$ cat config.mk
export PLATFORM = sky130hd
export DESIGN_NAME = vn_sqrt
export DESIGN_NICKNAME = d
export VERILOG_FILES = /design/src/rtl/vn_sqrt.sv
export SDC_FILE = /design/constraint.sdc
export NUM_CORES = 2
export LEC_CHECK = 0
export ABC_AREA = 1
export BUFFER_PORTS_ARGS = -buffer_cell sky130_fd_sc_hd__buf_2
export CAP_MARGIN = 10
export CORE_MARGIN = 10
export CORE_UTILIZATION = 45
export DETAILED_ROUTE_END_ITERATION = 16
export PLACE_DENSITY = 0.62
export SLEW_MARGIN = 40
export SYNTH_ARGS = -nofsm -noshare
export SYNTH_HDL_FRONTEND = slang
export SYNTH_SLANG_ARGS = --single-unit
$ cat constraint.sdc
create_clock -name clk -period 2.3 [get_ports clk]
set_input_delay 0.115 -clock clk [delete_from_list [all_inputs] [get_ports clk]]
set_output_delay 0.115 -clock clk [all_outputs]
set_load 0.05 [all_outputs]
$ cat src/rtl/vn_sqrt.sv
// Pipelined integer square root, one root bit per register stage.
module vn_sqrt #(
  parameter int W = 17,
  parameter int D = 68
) (
  input  logic           clk,
  input  logic           rst,
  input  logic           en,
  input  logic           in_valid,
  input  logic [2*W-1:0] radicand,
  input  logic [D-1:0]   in_side,
  output logic           out_valid,
  output logic [W-1:0]   root,
  output logic [D-1:0]   out_side
);

  localparam int RW = W + 2;

  logic [W-1:0]   root_s [0:W];
  logic [RW-1:0]  rem_s  [0:W];
  logic [2*W-1:0] rad_s  [0:W];
  logic [D-1:0]   side_s [0:W];
  logic [W:0]     vld_s;

  assign root_s[0] = '0;
  assign rem_s[0]  = '0;
  assign rad_s[0]  = radicand;
  assign side_s[0] = in_side;
  assign vld_s[0]  = in_valid;

  // Each stage brings in the next two radicand bits and settles one root bit.
  for (genvar i = 0; i < W; i++) begin : g_stage
    localparam int P = W - 1 - i;
    logic [RW-1:0] rem_sh;
    logic [RW-1:0] trial;
    logic          fits;

    assign rem_sh = {rem_s[i][RW-3:0], rad_s[i][2*P+1 -: 2]};
    assign trial  = {root_s[i], 2'b01};
    assign fits   = rem_sh >= trial;

    always_ff @(posedge clk) begin
      if (rst) begin
        vld_s[i+1] <= 1'b0;
      end else if (en) begin
        vld_s[i+1] <= vld_s[i];
      end
    end

    always_ff @(posedge clk) begin
      if (en) begin
        rem_s[i+1]  <= fits ? (rem_sh - trial) : rem_sh;
        root_s[i+1] <= {root_s[i][W-2:0], fits};
        rad_s[i+1]  <= rad_s[i];
        side_s[i+1] <= side_s[i];
      end
    end
  end

  assign out_valid = vld_s[W];
  assign root      = root_s[W];
  assign out_side  = side_s[W];

endmodule

==> impl_metrics.tcl <==
set metrics [dict create \
    outcome "completed" \
    placed_area_mm2 0.0757 \
    start_util_pct 45.1 \
    drt-initial-drc-count 2363 \
    synth_top_area_share_pct 77.3 \
    nNetsFinal 6017 \
    relSlewSlack_pct 57.6 \
    num_rows 146 \
    fmax_ghz 0.454 \
    hold-worst-slack_ns 0.0731 \
    synth_cells 5084 \
    boundaryPins 192 \
    timing.final.crit_period_ns 2.20 \
    crit_required_ns 2.82 \
    dp.cells 7405 \
    synth_seq_area_share_pct 77.8 \
    hp-class "input pin to flip-flop" \
    final_cells 7967 \
    drc 0 \
    layout.area.seq_mm2 0.0554 \
    async_flop_share_pct 0 \
    dr_total_vias 37100 \
    hpwl_um 82100 \
    ys_types 50 \
    core_mm2 0.158 \
    die_y_um 418 \
    wl_met3_um 4900 \
    dieArea_mm2 0.175 \
    synth_area_leaders "edfxtp_1 77%, nand2_1 6.8%, inv_1 3.5%" \
    grtUsageTotal_pct 13.8 \
    rsz0062_at_grt "false" \
    synthFlopType "edfxtp_1" \
    clockBufferDepth 3 \
    worst_pin_slew_ns 0.633 \
    area_delta_synth_final_pct 18.5 \
    avgSynthCellArea_um2 14.0 \
    drt-met1-wl_um 53800 \
    maxSlewViolCount 0 \
    final_common_cell "edfxtp_1" \
    fin_crit_sh_pct 95.7 \
    synthesis.area_mm2 0.0713 \
    io_buffers 191 \
    grt_pass1_vias 37000 \
    worstSetupStartpointType "flip-flop" \
    grt_max_degree 98 \
    layout_common_cells "1835 x edfxtp_1, 1290 x nand2_1, 666 x inv_1, 201 x nor2_1, 196 x nand3_1" \
    design_area_mm2 0.0845 \
    cp-end-kind "flip-flop" \
    clkTransAtPathRegs_ns 0.06 \
    die_w_um 418 \
    antenna_found_initial 1 \
    synth_fp_nets 5360 \
    numCtsBuffers 188 \
    finalPower_mw 79.5 \
    htree_levels 4 \
    finalHoldViolCount 0 \
    clk_latency_ns 0.83 \
    utilization_pct 53.4 \
    grt-ovfl-total 0 \
    skew_ns 0.0773 \
    cts_tree "done" \
    synth_seq_cells 1852 \
    multiInputGateArea_mm2 0.0129 \
    wire_per_inst_um 15.4 \
    wl_um 122000 \
    crit_type "flip-flop to flip-flop" \
    synth_edf_count 1835 \
    p_leak_nw 33.8 \
    root_buffer "clkbuf_16" \
    ant_nets 0 \
    wl_met2_um 60400 \
    drive_gt1_share_pct 13.4 \
    setup_viol 0 \
    numClockSinks 1852 \
    cp_max_fo 15 \
    fillerInstances 12900 \
    cp.arrival_ns 2.72 \
    gp_congestion 0.860 \
    timing.max_cap.violations 0 \
    ir_drop_mv 0.756 \
    dr.max_layer_used "met4" \
    synth_warnings 0 \
    grt_pass1_wl_um 196000 \
    synth_top_cell_by_area "edfxtp_1" \
    vias_per_cell 4.65 \
    cellPowerDensity_mw_per_mm2 941 \
    drt-pass1-iter-count 5 \
]
==> cell families after synthesis <==
kind of cell    share of synthesized area (%)
compound gates                           1.78
simple gates                             11.6
flops                                    77.8
buf+inv                                  4.71
xor+xnor                                 1.13
fa+ha+maj                                2.98
other cells                           0.00526
==> path summary, 6_finish.rpt <==
check	startpoint	end	slack, ns	cells after the start
setup / recovery	g_stage[13].trial[9]$_DFFE_PP_	g_stage[14].rem_sh[10]$_DFFE_PP_	0.1	12
hold / removal	in_side[47]	side_s[1135]$_DFFE_PP_	0.07	2
setup reg to reg	g_stage[13].trial[9]$_DFFE_PP_	g_stage[14].rem_sh[10]$_DFFE_PP_	0.1	12
hold reg to reg	side_s[338]$_DFFE_PP_	side_s[270]$_DFFE_PP_	0.38	0
==> power breakdown <==
group          total [mW]  leakage, nW  internal, mW  switching (mW)
combinational        8.29         12.8          2.99            5.30
sequential           41.2         18.0          40.2            1.05
clock                30.0         3.03          17.3            12.7
total                79.5         33.8          60.5            19.1
==> synthesized netlist by cell type (39+ instances only) <==
master    number
edfxtp_1    1835
nand2_1     1293
inv_1        669
nor2_1       209
nand3_1      199
ha_1         170
a21oi_1      148
nand4_1       90
buf_4         76
xor2_1        64
o21ai_0       49
nor3_1        39
==> through the flow <==
stage,setup WS (ns),TNS (ns)
final,0.0989,0
after global routing,0.000637,0
after CTS,0.00446,0
after detailed placement,-0.0493,-0.102
after global placement,-0.0840,-0.300
after floorplan,0.382,0
==> worst max-delay path, stage by stage, from the launching register on <==
cell,delay (ns)
edfxtp_1,0.39
inv_1,0.07
ha_2,0.38
nand2_1,0.13
inv_2,0.08
nand2_1,0.10
nor2_1,0.11
nand2_1,0.10
nand3_2,0.09
nand2_2,0.10
buf_4,0.22
nand4_1,0.08
nand2_1,0.08
==> registers in the layout, indices dropped and copies added (netlist names) <==
register        cells
g_stage.trial     136
out_valid           1
root               17
rad_s             240
vld_s              16
out_side           68
g_stage.rem_sh    286
side_s           1088
==> timing repair <==
action	in CTS	in global routing
gates cloned	0	7
setup endpoints to repair	3	125
endpoints found under the hold margin	535	0
pin swaps	1	12
gates resized for setup	3	49
buffers inserted	2	18
hold buffers	191	0
==> per-layer routing <==
metal | global-route usage (%) | vias up
met4 | 4.64 | 0
met3 | 2.83 | 229
met5 | 0 | -
li1 | - | 18800
met1 | 17.6 | 17500
met2 | 23.6 | 549
==> final cells by class <==
type,count,share of cell area [%]
repair inverters,1,0.00593
flip-flops and latches,1852,65.6
clock inverters,123,1.63
diodes,1,0.00296
repair buffers,569,5.60
well taps,2072,3.07
clock buffers,220,5.76
inverters,683,3.04
multi-input cells,2446,15.2
Note: power is estimated with default switching activity, not from simulation.
