--- src/rtl/vn_pkg.sv ---
// Shared types and constants for the vector normalization pipeline.
package vn_pkg;

  // Width of the dimension register.
  localparam int CFG_W = 3;

  // Dimension code that selects 4-D mode; every other code means 3-D.
  localparam logic [CFG_W-1:0] DIM_4D = 3'd4;

  // Dimension code loaded at reset.
  localparam logic [CFG_W-1:0] DIM_3D = 3'd3;

  // Per-stage control that travels with each item.
  typedef struct packed {
    logic valid;
    logic four_d;
  } ctl_t;

endpackage

--- src/rtl/vn_sumsq.sv ---
// Absolute values, squares and sum of squares in three register stages.
module vn_sumsq #(
  parameter int W = 16
) (
  input  logic              clk,
  input  logic              rst,
  input  logic              en,
  input  vn_pkg::ctl_t      in_ctl,
  input  logic [4*W-1:0]    comp,
  output vn_pkg::ctl_t      out_ctl,
  output logic [2*W+1:0]    sum,
  output logic [4*W-1:0]    absv,
  output logic [3:0]        neg
);

  vn_pkg::ctl_t   ctl_a, ctl_b;
  logic [W-1:0]   abs_a [0:3];
  logic [3:0]     neg_a, neg_b;
  logic [W-1:0]   abs_b [0:3];
  logic [2*W-1:0] sq_b  [0:3];
  logic [4*W-1:0] abs_c;

  // Control advances with the pipeline; reset clears the valid bits.
  always_ff @(posedge clk) begin
    if (rst) begin
      ctl_a   <= '0;
      ctl_b   <= '0;
      out_ctl <= '0;
    end else if (en) begin
      ctl_a   <= in_ctl;
      ctl_b   <= ctl_a;
      out_ctl <= ctl_b;
    end
  end

  // Stage a: magnitude and sign of each component; w drops out in 3-D mode.
  for (genvar i = 0; i < 4; i++) begin : g_lane
    logic [W-1:0] raw;
    logic         use_lane;
    assign raw      = comp[i*W +: W];
    assign use_lane = (i < 3) || in_ctl.four_d;

    always_ff @(posedge clk) begin
      if (en) begin
        neg_a[i] <= use_lane & raw[W-1];
        abs_a[i] <= !use_lane ? '0 : (raw[W-1] ? (~raw + 1'b1) : raw);
      end
    end

    // Stage b: one square per lane.
    always_ff @(posedge clk) begin
      if (en) begin
        sq_b[i]  <= abs_a[i] * abs_a[i];
        abs_b[i] <= abs_a[i];
      end
    end

    assign absv[i*W +: W] = abs_c[i*W +: W];
  end

  always_ff @(posedge clk) begin
    if (en) begin
      neg_b <= neg_a;
    end
  end

  // Stage c: sum of the four squares, two bits of headroom.
  always_ff @(posedge clk) begin
    if (en) begin
      sum <= {2'b00, sq_b[0]} + {2'b00, sq_b[1]} + {2'b00, sq_b[2]} + {2'b00, sq_b[3]};
      abs_c <= {abs_b[3], abs_b[2], abs_b[1], abs_b[0]};
      neg   <= neg_b;
    end
  end

endmodule

--- config.mk ---
export PLATFORM = sky130hd
export DESIGN_NAME = vn_sumsq
export DESIGN_NICKNAME = d
export VERILOG_FILES = /design/src/rtl/vn_pkg.sv /design/src/rtl/vn_sumsq.sv
export SDC_FILE = /design/constraint.sdc
export NUM_CORES = 2
export LEC_CHECK = 0
export ABC_AREA = 1
export BUFFER_PORTS_ARGS = -buffer_cell sky130_fd_sc_hd__buf_2
export CELL_PAD_IN_SITES_DETAIL_PLACEMENT = 1
export CELL_PAD_IN_SITES_GLOBAL_PLACEMENT = 1
export CORE_MARGIN = 2
export CORE_UTILIZATION = 30
export DETAILED_ROUTE_END_ITERATION = 8
export PLACE_DENSITY_LB_ADDON = 0.1
export SLEW_MARGIN = 20
export SYNTH_ARGS = -nofsm -noshare
export SYNTH_HDL_FRONTEND = slang
export SYNTH_SLANG_ARGS = --single-unit
export TNS_END_PERCENT = 20
--- constraint.sdc ---
create_clock -name clk -period 13.1 [get_ports clk]
set_input_delay 0.655 -clock clk [delete_from_list [all_inputs] [get_ports clk]]
set_output_delay 0.655 -clock clk [all_outputs]
set_load 0.02 [all_outputs]
==> out/results.tsv <==
stage	metric	value	unit
routing	Total Routed Length	135000	um
clock_tree	number of CTS-inserted buffers	50	
logic_synthesis	most used flip-flop cell after synthesis	sky130_fd_sc_hd__edfxtp_1	
hold_path	class of the tightest hold or removal check	input port to flip-flop	
floorplan	number of standard-cell rows in the floorplan	146	
sta	sum of negative setup slack	0	ns
routing	ANT nets after route	0	
worst_setup_path	kind of start point of the critical path	flip-flop	
sta	worst-margin pin slew	0.966	ns
logic_synthesis	post-synthesis instance area	48100	um^2
sta	setup repair after global routing missed its margin	false	
clock_tree	CTS sink cnt	364	
routing	count of vias placed by the detailed router	34600	
floorplan	height of the chip	404	um
logic_synthesis	share of async-settable or async-resettable flops after synthesis	0	%
sta	number of setup violations in the final report	0	
clock_tree	TritonCTS clock tree	yes	
grt	number of global-route vias before repair	39000	
place	number of input and output port buffers inserted	172	
place	DP HPWL	114000	um
logic_synthesis	largest cells by area after synthesis	sky130_fd_sc_hd__fa_1 (30%), sky130_fd_sc_hd__edfxtp_1 (22%), sky130_fd_sc_hd__inv_1 (13%)	
grt	pin count of the biggest net entering global routing	83	
worst_setup_path	Crit path arrival time	6.65	ns
sta	upper clock frequency limit	0.159	GHz
sta	Hold Violations, Final	0	
logic_synthesis	portion of the post-synthesis area used by sequential elements	22.6	%
clock_tree	clock transition at the register clock pins on the worst setup and hold paths after CTS	0.06	ns
logic_synthesis	number of warnings reported in the yosys synthesis log	0	
clock_tree	CTS root buffer	sky130_fd_sc_hd__clkbuf_16	
clock_tree	hold-fix buffer count after cts	0	
sta	relative max-transition margin	35.6	%
worst_setup_path	cell-by-cell listing of the critical path	nand2_1, fa_1, inv_1, fa_1, inv_1, fa_1, fa_1, fa_1, fa_1, inv_1, ha_1, nand2_2, inv_1, a21oi_2, nand3_1, nand3_1, nand2_1, nand2_1, nand2_1	
routing	vias per inst	4.38	
worst_setup_path	type of the worst setup path	flip-flop to flip-flop	
sta	clock tree skew after final layout	0.0357	ns
floorplan	initial core utilization	30.3	%
floorplan	width of the die	404	um
clock_tree	latest clock arrival within the worst-skew pair	0.65	ns
grt	global-route wire length before repair	219000	um
logic_synthesis	number of enable flip-flop cells after synthesis	358	
logic_synthesis	most used standard cells in the synthesized netlist	sky130_fd_sc_hd__inv_1 (1618), sky130_fd_sc_hd__nand2_1 (1501), sky130_fd_sc_hd__fa_1 (712), sky130_fd_sc_hd__ha_1 (440), sky130_fd_sc_hd__edfxtp_1 (358)	
worst_setup_path	Crit-path slowest cell	sky130_fd_sc_hd__edfxtp_1	
logic_synthesis	fraction of synthesized cell area taken by the top area cell type	29.6	%
logic_synthesis	cell with the most instances after synthesis	sky130_fd_sc_hd__inv_1	
routing	number of DRC violations after detailed routing	0	
clock_tree	Post-CTS Setup Repair Bufs	0	
grt	Global Route Usage Sum	17.2	%
clock_tree	total number of H-tree levels	2	
finish	fin nets	7014	
clock_tree	PostCTS Resize Cnt	0	
sta	final clock period utilization by the worst path	47.9	%
logic_synthesis	post-synthesis average cell area	8.46	um^2
grt	initial antenna violation count	4	
finish	layout cells sized above 1	5.89	%
worst_setup_path	data required time of the worst path	13.47	ns
routing	DRC marker count from the first detailed-route iteration	1447	
clock_tree	maximum root-to-sink buffer count	3	
logic_synthesis	number of library cell types mapped by synthesis	40	
worst_setup_path	peak fanout along the critical path	19	
routing	final routed wire length divided by cell count	17.1	um
finish	Antenna diodes	0	
logic_synthesis	biggest area consumer among synthesized cells	sky130_fd_sc_hd__fa_1	
routing	Pre-antenna DRT Iters	5	
grt	aggregate global routing overflow	0	
logic_synthesis	Seq cells post-synth	364	
status	result of the run	finished clean	
finish	Layout Area Growth over Synthesis	9.94	%
floorplan	area inside the core boundary	159000	um^2
sta	Final Max Slew Viols	0	
run	number of maximum-capacitance constraint violations	0	
worst_setup_path	peak per-stage delay on the critical path	0.90	ns
floorplan	DIE AREA	164000	um^2
sta	Final min period	6.28	ns
worst_setup_path	most frequent CP cell	sky130_fd_sc_hd__fa_1	
logic_synthesis	Post-Syn Instances	5683	
floorplan	Boundary Pins	173	
finish	fill count	18900	
place	global placer's final weighted congestion	0.821	
worst_setup_path	crit path capture type	flip-flop	
-- cells by family (layout without fill, tap and decap cells) --
group / after synthesis / after routing / share of synthesized area [%]
AND/OR/NAND/NOR: 2062 / 2062 / 17.4
buffers and inverters: 1748 / 1892 / 13.7
adder cells (fa/ha/maj): 1152 / 1152 / 41.1
flip-flops: 364 / 364 / 22.6
AO/OA/AOI/OAI: 199 / 199 / 2.35
XOR/XNOR: 156 / 156 / 2.84
other: 2 / 3 / 0.0156
-- sequential cells by signal, indices dropped and copies added, names as in the netlist --
| register | flops |
|---|---|
| abs_a | 64 |
| ctl_b | 2 |
| sq_b | 123 |
| neg | 4 |
| neg_b | 4 |
| abs_b | 61 |
| neg_a | 4 |
| absv | 64 |
| out_ctl | 2 |
| ctl_a | 2 |
| sum | 34 |
-- area by class of cell --
| cell class | instances | area, um^2 | share of cell area (%) |
|---|---|---|---|
| tap | 2072 | 2590 | 4.90 |
| inverter | 1621 | 6080 | 11.5 |
| timing repair buffer | 184 | 961 | 1.82 |
| sequential | 364 | 10900 | 20.6 |
| clock inverter | 31 | 414 | 0.783 |
| multi-input combinational | 3572 | 30700 | 58.0 |
| clock buffer | 56 | 1290 | 2.45 |
-- per-layer routing --
| metal | track usage (%) | wire [um] | vias up | share of wire (%) |
|---|---|---|---|---|
| met3 | 1.76 | 3570 | 78 | 2.6 |
| met5 | 0 | 0 | - | 0 |
| met2 | 29.1 | 64000 | 286 | 47 |
| met4 | 2.51 | 1730 | 0 | 1.3 |
| met1 | 24.1 | 66000 | 17300 | 49 |
| li1 | - | - | 16900 | - |
-- path summary, 6_finish.rpt --
kind / start / to / slack (ns) / depth (start not counted)
max: abs_a[2][9] / sq_b[2][21] / 6.82 / 19
min: comp[32] / abs_a[2][0] / 0.23 / 1
max reg2reg: abs_a[2][9] / sq_b[2][21] / 6.82 / 19
min reg2reg: abs_b[1][3] / absv[19] / 0.40 / 0
-- worst max-delay path, delay by kind of cell (launching register included) --
| family | cells | cell delay (ns) |
|---|---|---|
| AOI/OAI and AO/OA | 1 | 0.28 |
| adders and majority gates | 7 | 3.41 |
| and+or+nand+nor | 7 | 1.16 |
| buffers and inverters | 4 | 0.23 |
| DFF | 1 | 0.90 |
-- placed cells by master (no fill, tap or decap), types with 4 or more instances in the layout --
cell type,synthesis,routed
sky130_fd_sc_hd__dfxtp_1,6,6
sky130_fd_sc_hd__fa_1,712,712
sky130_fd_sc_hd__clkinv_2,0,4
sky130_fd_sc_hd__inv_1,1618,1618
sky130_fd_sc_hd__buf_2,1,171
sky130_fd_sc_hd__clkinv_1,0,6
sky130_fd_sc_hd__a21oi_1,121,121
sky130_fd_sc_hd__clkbuf_1,123,5
sky130_fd_sc_hd__o21ai_0,30,30
sky130_fd_sc_hd__nor2_1,244,244
sky130_fd_sc_hd__o21bai_1,29,29
sky130_fd_sc_hd__or2_2,12,12
sky130_fd_sc_hd__clkbuf_16,0,51
sky130_fd_sc_hd__nand2_2,22,22
sky130_fd_sc_hd__nor3_1,32,32
sky130_fd_sc_hd__nand3b_1,7,7
sky130_fd_sc_hd__a21oi_2,5,5
sky130_fd_sc_hd__a31oi_1,6,6
sky130_fd_sc_hd__nor3_2,13,13
sky130_fd_sc_hd__nand3_1,163,163
sky130_fd_sc_hd__inv_6,0,4
sky130_fd_sc_hd__nand3_2,6,6
sky130_fd_sc_hd__nand2_1,1501,1501
sky130_fd_sc_hd__buf_4,1,12
sky130_fd_sc_hd__clkinv_4,0,5
sky130_fd_sc_hd__nor2_2,13,13
sky130_fd_sc_hd__nand4_1,35,35
sky130_fd_sc_hd__xnor2_1,21,21
sky130_fd_sc_hd__ha_1,440,440
sky130_fd_sc_hd__edfxtp_1,358,358
sky130_fd_sc_hd__xor2_1,135,135
sky130_fd_sc_hd__and2_1,6,6
sky130_fd_sc_hd__bufinv_16,0,9
-- stage by stage --
stage / hold WS [ns] / worst slack (ns) / utilization [%] / cells / cell area [um^2]
2_1_floorplan: 0.400 / 7.69 / - / 5684 / 48100
3_3_place_gp: 0.401 / 6.73 / 32.2 / 7813 / 51200
3_5_place_dp: 0.405 / 6.72 / 32.2 / 7813 / 51200
4_1_cts: 0.161 / 6.69 / 33.3 / 7900 / 52900
5_1_grt: 0.196 / 6.43 / 33.3 / 7900 / 52900
6_report: 0.229 / 6.82 / 33.3 / 7900 / 52900
Power is left out: the tool's default activity adds up to more than one toggle a clock period on the data nets, which glitch-free logic cannot reach.
